--- config.mk ---
export PLATFORM = sky130hd
export DESIGN_NAME = cluster_block_coord_decoder_top
export DESIGN_NICKNAME = d
export VERILOG_FILES = /design/src/hw/rtl/cbcd_pkg.sv /design/src/hw/rtl/cbcd_out_fifo.sv /design/src/hw/rtl/cluster_block_coord_decoder_top.sv
export SDC_FILE = /design/constraint.sdc
export NUM_CORES = 1
export LEC_CHECK = 0
export ABC_CLOCK_PERIOD_IN_PS = 27000
export BUFFER_PORTS_ARGS = -buffer_cell sky130_fd_sc_hd__buf_2
export CAP_MARGIN = 20
export CORE_MARGIN = 5
export CORE_UTILIZATION = 35
export DETAILED_ROUTE_END_ITERATION = 8
export HOLD_SLACK_MARGIN = 0.1
export PLACE_DENSITY = 0.52
export RECOVER_POWER = 100
export SLEW_MARGIN = 25
export SYNTH_ARGS = -nofsm -noshare
export SYNTH_HDL_FRONTEND = slang
export SYNTH_SLANG_ARGS = --single-unit
--- constraint.sdc ---
create_clock -name i_clk -period 27 [get_ports i_clk]
set_clock_uncertainty 0.1 [all_clocks]
set_input_delay 0 -clock i_clk [delete_from_list [all_inputs] [get_ports i_clk]]
set_output_delay 0 -clock i_clk [all_outputs]
set_load 0.01 [all_outputs]
--- src/hw/rtl/cbcd_pkg.sv ---
// ----------------------------------------------------------------------------
// cbcd_pkg
// Shared types and constants of the cluster block coordinate decoder.
// ----------------------------------------------------------------------------
`default_nettype none

package cbcd_pkg;

    // one stream byte and its start marker
    typedef struct packed {
        logic [7:0] byte_in;
        logic       start_req;
    } t_in_item;

    // one decoded cluster position
    typedef struct packed {
        logic [31:0] x_coord;
        logic [31:0] y_coord;
        logic [31:0] block_number;
    } t_out_item;

    // configuration register indexes
    localparam int unsigned CBCD_CFG_IDX_W        = 1;
    localparam int unsigned CBCD_CFG_DATA_W       = 16;
    localparam logic [CBCD_CFG_IDX_W-1:0] CFG_BLOCK_SIZE      = 1'd0;
    localparam logic [CBCD_CFG_IDX_W-1:0] CFG_BLOCKS_PER_LINE = 1'd1;

    // register reset values
    localparam logic [7:0]  CBCD_BLOCK_SIZE_RST      = 8'd25;
    localparam logic [15:0] CBCD_BLOCKS_PER_LINE_RST = 16'd82;

    // offset added to every coordinate
    localparam logic [31:0] CBCD_COORD_OFFSET = 32'd1000;

    // default depth of the result queue
    localparam int unsigned CBCD_OUT_DEPTH = 2;

endpackage

`default_nettype wire

--- src/hw/rtl/cbcd_out_fifo.sv ---
// ----------------------------------------------------------------------------
// cbcd_out_fifo
// Small result queue between the decoder state and the output channel.
// ----------------------------------------------------------------------------
`default_nettype none

module cbcd_out_fifo
    import cbcd_pkg::*;
#(
    parameter int unsigned DEPTH = CBCD_OUT_DEPTH
) (
    input  wire logic      i_clk,
    input  wire logic      i_rst_n,
    input  wire logic      i_push,
    input  wire t_out_item i_push_data,
    output logic           o_full,
    output logic           o_valid,
    input  wire logic      i_ready,
    output t_out_item      o_data
);

    localparam int unsigned PTR_W = (DEPTH > 1) ? $clog2(DEPTH) : 1;
    localparam int unsigned CNT_W = $clog2(DEPTH + 1);
    localparam logic [PTR_W-1:0] LAST_PTR = PTR_W'(DEPTH - 1);
    localparam logic [CNT_W-1:0] FULL_CNT = CNT_W'(DEPTH);

    t_out_item          r_mem [DEPTH];
    logic [PTR_W-1:0]   r_wr_ptr;
    logic [PTR_W-1:0]   r_rd_ptr;
    logic [CNT_W-1:0]   r_count;
    logic [PTR_W-1:0]   n_wr_ptr;
    logic [PTR_W-1:0]   n_rd_ptr;
    logic [CNT_W-1:0]   n_count;
    logic               pop;

    assign o_valid = (r_count != '0);
    assign o_full  = (r_count == FULL_CNT);
    assign o_data  = r_mem[r_rd_ptr];
    assign pop     = o_valid && i_ready;

    // pointer and fill count update
    always_comb begin
        n_wr_ptr = r_wr_ptr;
        n_rd_ptr = r_rd_ptr;
        n_count  = r_count;
        if (i_push) begin
            n_wr_ptr = (r_wr_ptr == LAST_PTR) ? '0 : r_wr_ptr + PTR_W'(1);
        end
        if (pop) begin
            n_rd_ptr = (r_rd_ptr == LAST_PTR) ? '0 : r_rd_ptr + PTR_W'(1);
        end
        if (i_push && !pop) begin
            n_count = r_count + CNT_W'(1);
        end else if (!i_push && pop) begin
            n_count = r_count - CNT_W'(1);
        end
    end

    always_ff @(posedge i_clk) begin
        if (!i_rst_n) begin
            r_wr_ptr <= '0;
            r_rd_ptr <= '0;
            r_count  <= '0;
        end else begin
            r_wr_ptr <= n_wr_ptr;
            r_rd_ptr <= n_rd_ptr;
            r_count  <= n_count;
        end
    end

    // queue storage, no reset
    always_ff @(posedge i_clk) begin
        if (i_push) begin
            r_mem[r_wr_ptr] <= i_push_data;
        end
    end

endmodule

`default_nettype wire

--- src/hw/rtl/cluster_block_coord_decoder_top.sv ---
// ----------------------------------------------------------------------------
// cluster_block_coord_decoder_top
// Parses a block-compressed cluster position byte stream into coordinates.
// ----------------------------------------------------------------------------
// The decoder takes one stream byte per clock cycle. Each accepted byte
// updates the parse state at the clock edge that accepts it, and a dy byte
// places its x, y and block number into the result queue (two entries by
// default) at that same edge.
// o_in_ready drops only while the result queue is full; with the output
// side always ready the block sustains one byte per cycle. A byte with
// start_req set restarts header parsing; configuration writes are taken
// at any time but belong between streams.
`default_nettype none

module cluster_block_coord_decoder_top
    import cbcd_pkg::*;
#(
    parameter int unsigned OUT_DEPTH = CBCD_OUT_DEPTH
) (
    input  wire logic                       i_clk,
    input  wire logic                       i_rst_n,
    input  wire logic                       i_cfg_wr_en,
    input  wire logic [CBCD_CFG_IDX_W-1:0]  i_cfg_index,
    input  wire logic [CBCD_CFG_DATA_W-1:0] i_cfg_data,
    input  wire logic                       i_in_valid,
    output logic                            o_in_ready,
    input  wire t_in_item                   i_in_data,
    output logic                            o_out_valid,
    input  wire logic                       i_out_ready,
    output t_out_item                       o_out_data
);

    // parse phases
    localparam logic [2:0] PH_VERSION     = 3'd0;
    localparam logic [2:0] PH_TOTAL       = 3'd1;
    localparam logic [2:0] PH_FIRST_COUNT = 3'd2;
    localparam logic [2:0] PH_COUNT       = 3'd3;
    localparam logic [2:0] PH_DX          = 3'd4;
    localparam logic [2:0] PH_DY          = 3'd5;
    localparam logic [2:0] PH_DONE        = 3'd6;

    logic [7:0]  r_block_size;
    logic [15:0] r_blocks_per_line;

    logic [2:0]  r_phase,      n_phase;
    logic [1:0]  r_hdr_idx,    n_hdr_idx;
    logic [31:0] r_block_total, n_block_total;
    logic [31:0] r_block_cnt,  n_block_cnt;
    logic [7:0]  r_clusters,   n_clusters;
    logic [15:0] r_column,     n_column;
    logic [31:0] r_x_base,     n_x_base;
    logic [31:0] r_y_base,     n_y_base;
    logic [7:0]  r_dx,         n_dx;

    logic        in_fire;
    logic        fifo_full;
    logic        res_push;
    t_out_item   res_data;
    logic [11:0] base_step;
    logic        line_wrap;
    logic [31:0] shifted_byte;

    // phase after the block's count or a cluster is handled
    function automatic logic [2:0] next_phase(input logic [7:0]  clusters,
                                              input logic [31:0] count,
                                              input logic [31:0] total);
        logic [2:0] ph;
        if (clusters != 8'd0) begin
            ph = PH_DX;
        end else if (count < total) begin
            ph = PH_COUNT;
        end else begin
            ph = PH_DONE;
        end
        return ph;
    endfunction

    assign o_in_ready = !fifo_full;
    assign in_fire    = i_in_valid && o_in_ready;

    // base step is 10 * block_size
    assign base_step = 12'({r_block_size, 3'b000}) + 12'({r_block_size, 1'b0});
    assign line_wrap = (({1'b0, r_column} + 17'd1) >= {1'b0, r_blocks_per_line});
    assign shifted_byte = 32'(i_in_data.byte_in) << {r_hdr_idx, 3'b000};

    // configuration registers
    always_ff @(posedge i_clk) begin
        if (!i_rst_n) begin
            r_block_size      <= CBCD_BLOCK_SIZE_RST;
            r_blocks_per_line <= CBCD_BLOCKS_PER_LINE_RST;
        end else if (i_cfg_wr_en) begin
            unique case (i_cfg_index)
                CFG_BLOCK_SIZE:      r_block_size      <= i_cfg_data[7:0];
                CFG_BLOCKS_PER_LINE: r_blocks_per_line <= i_cfg_data;
                default: ;
            endcase
        end
    end

    // parse state machine and result generation
    always_comb begin
        n_phase       = r_phase;
        n_hdr_idx     = r_hdr_idx;
        n_block_total = r_block_total;
        n_block_cnt   = r_block_cnt;
        n_clusters    = r_clusters;
        n_column      = r_column;
        n_x_base      = r_x_base;
        n_y_base      = r_y_base;
        n_dx          = r_dx;
        res_push      = 1'b0;
        res_data.x_coord      = r_x_base + 32'(r_dx) + CBCD_COORD_OFFSET;
        res_data.y_coord      = r_y_base + 32'(i_in_data.byte_in) + CBCD_COORD_OFFSET;
        res_data.block_number = r_block_cnt - 32'd1;
        if (in_fire) begin
            if (i_in_data.start_req) begin
                // restart: clear stream state, byte is the version byte
                n_phase       = PH_TOTAL;
                n_hdr_idx     = 2'd0;
                n_block_total = '0;
                n_block_cnt   = '0;
                n_clusters    = '0;
                n_column      = '0;
                n_x_base      = '0;
                n_y_base      = '0;
                n_dx          = '0;
            end else begin
                unique case (r_phase)
                    PH_VERSION: begin
                        n_phase   = PH_TOTAL;
                        n_hdr_idx = 2'd0;
                    end
                    PH_TOTAL: begin
                        n_block_total = r_block_total | shifted_byte;
                        n_hdr_idx     = r_hdr_idx + 2'd1;
                        if (r_hdr_idx == 2'd3) begin
                            n_phase = PH_FIRST_COUNT;
                        end
                    end
                    PH_FIRST_COUNT: begin
                        n_clusters  = i_in_data.byte_in;
                        n_block_cnt = 32'd1;
                        n_column    = '0;
                        n_x_base    = '0;
                        n_y_base    = '0;
                        n_phase     = next_phase(i_in_data.byte_in, 32'd1, r_block_total);
                    end
                    PH_COUNT: begin
                        n_clusters  = i_in_data.byte_in;
                        n_block_cnt = r_block_cnt + 32'd1;
                        if (line_wrap) begin
                            n_column = '0;
                            n_x_base = '0;
                            n_y_base = r_y_base + 32'(base_step);
                        end else begin
                            n_column = r_column + 16'd1;
                            n_x_base = r_x_base + 32'(base_step);
                        end
                        n_phase = next_phase(i_in_data.byte_in, n_block_cnt,
                                             r_block_total);
                    end
                    PH_DX: begin
                        n_dx    = i_in_data.byte_in;
                        n_phase = PH_DY;
                    end
                    PH_DY: begin
                        res_push   = 1'b1;
                        n_clusters = r_clusters - 8'd1;
                        n_phase    = next_phase(n_clusters, r_block_cnt, r_block_total);
                    end
                    default: begin
                        n_phase = PH_DONE;
                    end
                endcase
            end
        end
    end

    always_ff @(posedge i_clk) begin
        if (!i_rst_n) begin
            r_phase       <= PH_VERSION;
            r_hdr_idx     <= '0;
            r_block_total <= '0;
            r_block_cnt   <= '0;
            r_clusters    <= '0;
            r_column      <= '0;
            r_x_base      <= '0;
            r_y_base      <= '0;
            r_dx          <= '0;
        end else begin
            r_phase       <= n_phase;
            r_hdr_idx     <= n_hdr_idx;
            r_block_total <= n_block_total;
            r_block_cnt   <= n_block_cnt;
            r_clusters    <= n_clusters;
            r_column      <= n_column;
            r_x_base      <= n_x_base;
            r_y_base      <= n_y_base;
            r_dx          <= n_dx;
        end
    end

    // result queue
    cbcd_out_fifo #(
        .DEPTH (OUT_DEPTH)
    ) u_out_fifo (
        .i_clk       (i_clk),
        .i_rst_n     (i_rst_n),
        .i_push      (res_push),
        .i_push_data (res_data),
        .o_full      (fifo_full),
        .o_valid     (o_out_valid),
        .i_ready     (i_out_ready),
        .o_data      (o_out_data)
    );

endmodule

`default_nettype wire

* Yosys cells after proc, flatten, opt, wreduce, memory -nomap -nowiden
Memory sizes are Yosys's and may differ from the RTL's. A register that Yosys moved wholly into a read port is not among the register bits.
Cells that the tools add are included.
** Storage, ports and cells
- Memories :: 1
- Bits in writable memories :: 192
- Input bits :: 31
- Output and inout port bits :: 98
- Register bits :: 193
** Memories
- u_out_fifo.r_mem :: depth 2, width 96, read ports 1, clocked after Yosys merged registers in 1, write ports 1, RTL line cbcd_out_fifo.sv:27 : t_out_item r_mem [DEPTH];
** Cells by class
- $add $sub $neg :: 17
- Bitwise operators :: 2
- Eq/ne operators :: 9
- Shifts and indexed selects :: 1
- Reductions and logical operators :: 27
- Multiplexer cells :: 39
- Order comparisons :: 4
** Operators by type and width (count)
- two-way mux 32 bit :: 7
- one-hot mux 32 bit (2 select lines) :: 3
- adder 32 x 10 -> 32 bit (second input constant) :: 2
- adder 32 x 12 -> 32 bit :: 2
- adder 32 x 8 -> 32 bit :: 2
- less-than comparator 32 bit :: 2
- adder 32 x 1 -> 32 bit (second input constant) :: 1
- less-than comparator 1 x 32 -> 1 bit (first input constant) :: 1
- two-way mux 16 bit :: 2
- OR 32 bit :: 1
- one-hot mux 16 bit (2 select lines) :: 1
- << shifter 8 x 5 -> 32 bit :: 1
- subtractor 32 x 1 -> 32 bit (second input constant) :: 1
- two-way mux 3 bit :: 8
- two-way mux 8 bit :: 3
- one-hot mux 3 bit (6 select lines) :: 1
- adder 16 x 1 -> 17 bit (second input constant) :: 1
- >= comparator 17 x 16 -> 1 bit :: 1
- adder 16 x 1 -> 16 bit (second input constant) :: 1
- one-hot mux 8 bit (2 select lines) :: 1
- AND reduction 2 bit :: 8
- nonzero test 8 bit :: 2
- adder 11 x 9 -> 12 bit :: 1
- two-way mux 1 bit :: 9
- other kinds (19) :: 37

* Logic depth before layout (Yosys ltp)
- Depth in word-level cells :: 8
- Depth in mapped cells :: 19

* Hierarchy
Synthesis repeated with hierarchy kept, for this count alone.
** Second synthesis, totals
- Cells, all modules :: 2171
- Area, all modules :: 21555.7 µm²
** Modules (own cells, without submodules)
- cluster_block_coord_decoder_top :: area each 14207.4 µm², seq. area each 3743.6 µm², cells an instance 1850, times used 1
- cbcd_out_fifo :: area each 7348.3 µm², seq. area each 5865.6 µm², cells an instance 321, times used 1

* Worst setup path before layout
OpenSTA, ideal clock, no wires.
- Path kind :: flip-flop to flip-flop
- From :: register r_phase[2]
- To :: memory u_out_fifo.r_mem[0][0] (netlist bit), enable pin
- Library setup time :: 0.787 ns
- Period minus slack after synthesis :: 11.008 ns
- Arrival time :: 10.121 ns
- Cell stages (with the launch flop) :: 6
- Setup slack :: 15.992 ns
- Path through :: dfxtp_1 -> nand2_1 -> or2_1 -> buf_2 -> clkbuf_1 -> nor4_1
** Between the ends
- Cells in the longest elaborated chain, start to end :: 6
** Ends and longest elaborated chain
- from (decl) :: RTL line cluster_block_coord_decoder_top.sv:45 : logic [2:0] r_phase, n_phase;
- from (signal assigned) :: RTL line cluster_block_coord_decoder_top.sv:191 : r_phase <= n_phase;
- equality test 3 bit :: RTL line cluster_block_coord_decoder_top.sv:128 : unique case (r_phase)
- two-way mux 1 bit :: RTL line cluster_block_coord_decoder_top.sv:128
- two-way mux 1 bit :: RTL line cluster_block_coord_decoder_top.sv:116 : if (i_in_data.start_req) begin
- two-way mux 1 bit :: RTL line cluster_block_coord_decoder_top.sv:115 : if (in_fire) begin
- two-way mux 1 bit :: RTL line cbcd_out_fifo.sv:73 : if (i_push) begin
- two-way mux 1 bit (implied by the code) :: RTL line cbcd_out_fifo.sv:74 : r_mem[r_wr_ptr] <= i_push_data;
- to (decl) :: RTL line cbcd_out_fifo.sv:27
No other way between the ends.

* Final worst setup path
- From :: register r_phase[2]
- To :: memory u_out_fifo.r_mem[1][60] (netlist bit), enable pin
** Between the ends
- Cells in the longest elaborated chain, start to end :: 6
** Ends and longest elaborated chain
- equality test 3 bit :: RTL line cluster_block_coord_decoder_top.sv:128
- two-way mux 1 bit :: RTL line cluster_block_coord_decoder_top.sv:128
- two-way mux 1 bit :: RTL line cluster_block_coord_decoder_top.sv:116
- two-way mux 1 bit :: RTL line cluster_block_coord_decoder_top.sv:115
- net res_push :: RTL line cluster_block_coord_decoder_top.sv:57 : logic res_push;
- two-way mux 1 bit :: RTL line cbcd_out_fifo.sv:73
- two-way mux 1 bit (implied by the code) :: RTL line cbcd_out_fifo.sv:74
The timed path passes the listed nets, and every way through them passes these cells.

==> results.txt <==
outcome: complete, but fails checks
failing checks: capacitance limit, slew limit
Syn Inst Count: 2129
critical path's slowest cell: clkbuf_1
initial DRC count: 955
sequential share of power: 45.4%
DPL Wire Length: 38000 um
post-synthesis simple-gate area fraction: 17.1%
TNS Setup: 0 ns
critical path data arrival time: 7.09 ns
Yosys cell types: 98
Via density: 5.11
post-route clock period utilization: 26.3%
worst slew pin tran: 4.19 ns
TritonCTS buffer count: 46
crit path kind: flip-flop to flip-flop
type of origin of the critical path: flip-flop
post-route cell area: 0.0245 mm^2
GPL Wtd Cong: 0.851
synthesis-stage register bit count: 384
top cells by area, synth: edfxtp_1 (27%), dfxtp_1 (18%), ha_1 (8.6%), mux2_2 (5.1%), xnor2_1 (4.4%)
Worst Hold Class: input pin to flip-flop
core area: 0.0601 mm^2
Tmin final: 7.10 ns
sequential-to-total area share from yosys stat: 45.4%
row cnt: 90
Hold Fails Final Rpt: 0
Pwr Density: 55.6 mW/mm^2
Die Span Y: 256 um
post-CTS resize count: 0
multiplexer area fraction after synthesis: 5.15%
CTS Root Cell: clkbuf_16
Mapped Area: 0.0212 mm^2
data required time of the worst path: 26.98 ns
TritonCTS clock tree: built
Avg Cell Area, Syn: 9.95 um^2
WL/cell: 17.3 um
die width: 256 um
largest family of logic cells by synthesized area: simple AND/OR/NAND/NOR gates
layout cells sized above 1: 10.2%
# diodes: 0
die area: 0.0656 mm^2
critical path cell sequence: nand2_1 -> or2_0 -> nor3_1 -> and2_0 -> clkbuf_1
Syn-to-layout area delta: 15.5%
grt total ovfl: 0
Clock Power Share: 47.2%
clk slew on worst S/H paths: 0.06 ns
Max stage delay on crit path: 3.00 ns
Yosys top cell area share: 27.2%
Layout Utilization: 40.7%
Synth Flop Type: edfxtp_1
Critical Path End Type: flip-flop
crit path max fanout: 72
maximum clock insertion buffer count: 3
Leakage: 0.00913 uW
vias: 15900
WL final: 53800 um
RSZ-0062 raised after global routing: false
initial antenna violation count: 1
cell-internal power: 1050 uW
nets@finish: 2471
Pre-antenna DRT Iters: 5
Ys Warns: 0
initial core utilization: 35.2%
PortBufs: 128
Routed Antenna Nets: 0
first-pass GRT wire length: 85900 um
Synth area leader: edfxtp_1
Max H-tree Level: 2
delay-heaviest family, CP: buffers and inverters
Compound-Gate Fraction of Synth Area: 11.3%
final setup vio count: 0
max-slew violations: 433
Placed Area: 0.0225 mm^2
# fillers: 6013
VDD IR-drop max: 0.0432 mV
number of synthesized flops with an enable pin: 192
switching power: 315 uW
# DRC: 0
vias in the first global route: 15400
Critical path buffers and inverters: 1
Switching Share: 23.2%
global-route usage over all layers: 15.9%
maximum operating frequency: 141 MHz
MaxCap Viol Count: 11
most frequent cells after synthesis: nor2_1 (208), dfxtp_1 (192), edfxtp_1 (192)
Logic pwr share: 7.4%
latest clock arrival within the worst-skew pair: 0.59 ns
asr flop ratio synth: 0%
Post-Synth Adder-Cell Area: 9.04%
io pins: 129
largest net degree at the start of global routing: 78
relative slew slack: -179%
count leader, synth: nor2_1
post-synthesis xor/xnor area fraction: 7.85%
CTS Sinks: 384
==> path summary, 6_finish.rpt <==
| path | slack, ns | from | end | cells after the start |
|---|---|---|---|---|
| setup / recovery | 19.90 | r_phase[2]$_SDFFE_PN0P_ | u_out_fifo.r_mem[1][60]$_DFFE_PP_ | 5 |
| hold / removal | 0.17 | i_cfg_data[7] | r_block_size[7]$_SDFFE_PN0P_ | 4 |
| setup reg to reg | 19.90 | r_phase[2]$_SDFFE_PN0P_ | u_out_fifo.r_mem[1][60]$_DFFE_PP_ | 5 |
| hold reg to reg | 0.36 | r_blocks_per_line[3]$_SDFFE_PN0P_ | r_blocks_per_line[3]$_SDFFE_PN0P_ | 2 |
==> placed cells by master, fill, tap and decap left out, types with 29 or more instances in the layout <==
| master | n |
|---|---|
| dfxtp_1 | 192 |
| a21oi_1 | 145 |
| inv_1 | 112 |
| buf_2 | 57 |
| dlygate4sd3_1 | 71 |
| clkbuf_16 | 47 |
| edfxtp_1 | 192 |
| nor4_1 | 29 |
| xor2_1 | 81 |
| nand2_1 | 182 |
| nor2_1 | 209 |
| mux2_2 | 69 |
| nand3_1 | 66 |
| nor3_1 | 65 |
| xnor2_1 | 107 |
| ha_1 | 145 |
| o21ai_0 | 73 |
| clkbuf_1 | 92 |
==> power groups by stage <==
stage | Clock, uW | Sequential, uW | Combinational, uW
global route | 687 | 618 | 112
finish | 642 | 618 | 101
global placement | 0 | 630 | 93.8
CTS | 663 | 618 | 103
detailed placement | 0 | 630 | 95.0
floorplan | 0 | 628 | 65.9
==> cells by family (layout without fill, tap and decap cells) <==
family / after synthesis / count (layout)
compound gates: 378 / 378
xor+xnor: 189 / 189
fa+ha+maj: 150 / 150
buf+inv: 214 / 411
flops: 384 / 384
mux: 97 / 97
other cells: 1 / 2
simple gates: 716 / 716
==> per-stage QoR <==
stage | hold WS [ns] | cells | power (uW) | setup slack [ns]
floorplan | -0.00113 | 2130 | 694 | 15.99
global placement | 0.148 | 2951 | 724 | 22.52
detailed placement | 0.146 | 2951 | 725 | 22.46
CTS | 0.138 | 3107 | 1380 | 22.41
global route | 0.157 | 3109 | 1420 | 19.00
finish | 0.166 | 3109 | 1360 | 19.90
==> final cells by class <==
type / instances / area, um^2 / share of cell area [%]
multi-input combinational: 1532 / 10500 / 43.1
tap: 782 / 978 / 4.00
timing repair buffer: 214 / 1340 / 5.48
inverter: 112 / 420 / 1.72
clock inverter: 18 / 244 / 0.997
clock buffer: 67 / 1330 / 5.44
sequential: 384 / 9610 / 39.3
==> routing by layer <==
layer  part of all wire [%]  track usage [%]  wire [um]
met5                      0                0          0
met3                    4.7             2.98       2510
met4                    1.6             3.33        848
met2                     47             26.5      25100
met1                     47             21.8      25400
==> worst reg2reg max path, stage by stage, from the launching register on <==
cell and delay (ns):
dfxtp_1 0.46, nand2_1 0.10, or2_0 0.57, nor3_1 0.58
and2_0 1.72, clkbuf_1 3.01
==> timing repair <==
| action | 4_1_cts | 5_1_grt |
|---|---|---|
| hold buffers | 71 | 0 |
| hold endpoints to repair | 101 | 0 |
| setup buffers | 0 | 0 |
==> registers in the layout (all words and copies together), names as in the netlist, named ones only <==
register             cells
r_block_size             8
r_blocks_per_line       16
r_column                16
u_out_fifo.r_rd_ptr      1
r_block_cnt             32
u_out_fifo.r_count       2
u_out_fifo.r_mem       192
r_y_base                31
r_clusters               8
r_hdr_idx                2
u_out_fifo.r_wr_ptr      1
r_phase                  3
r_x_base                31
r_block_total           32
r_dx                     8
No activity file was read; power rests on OpenSTA's default activity.
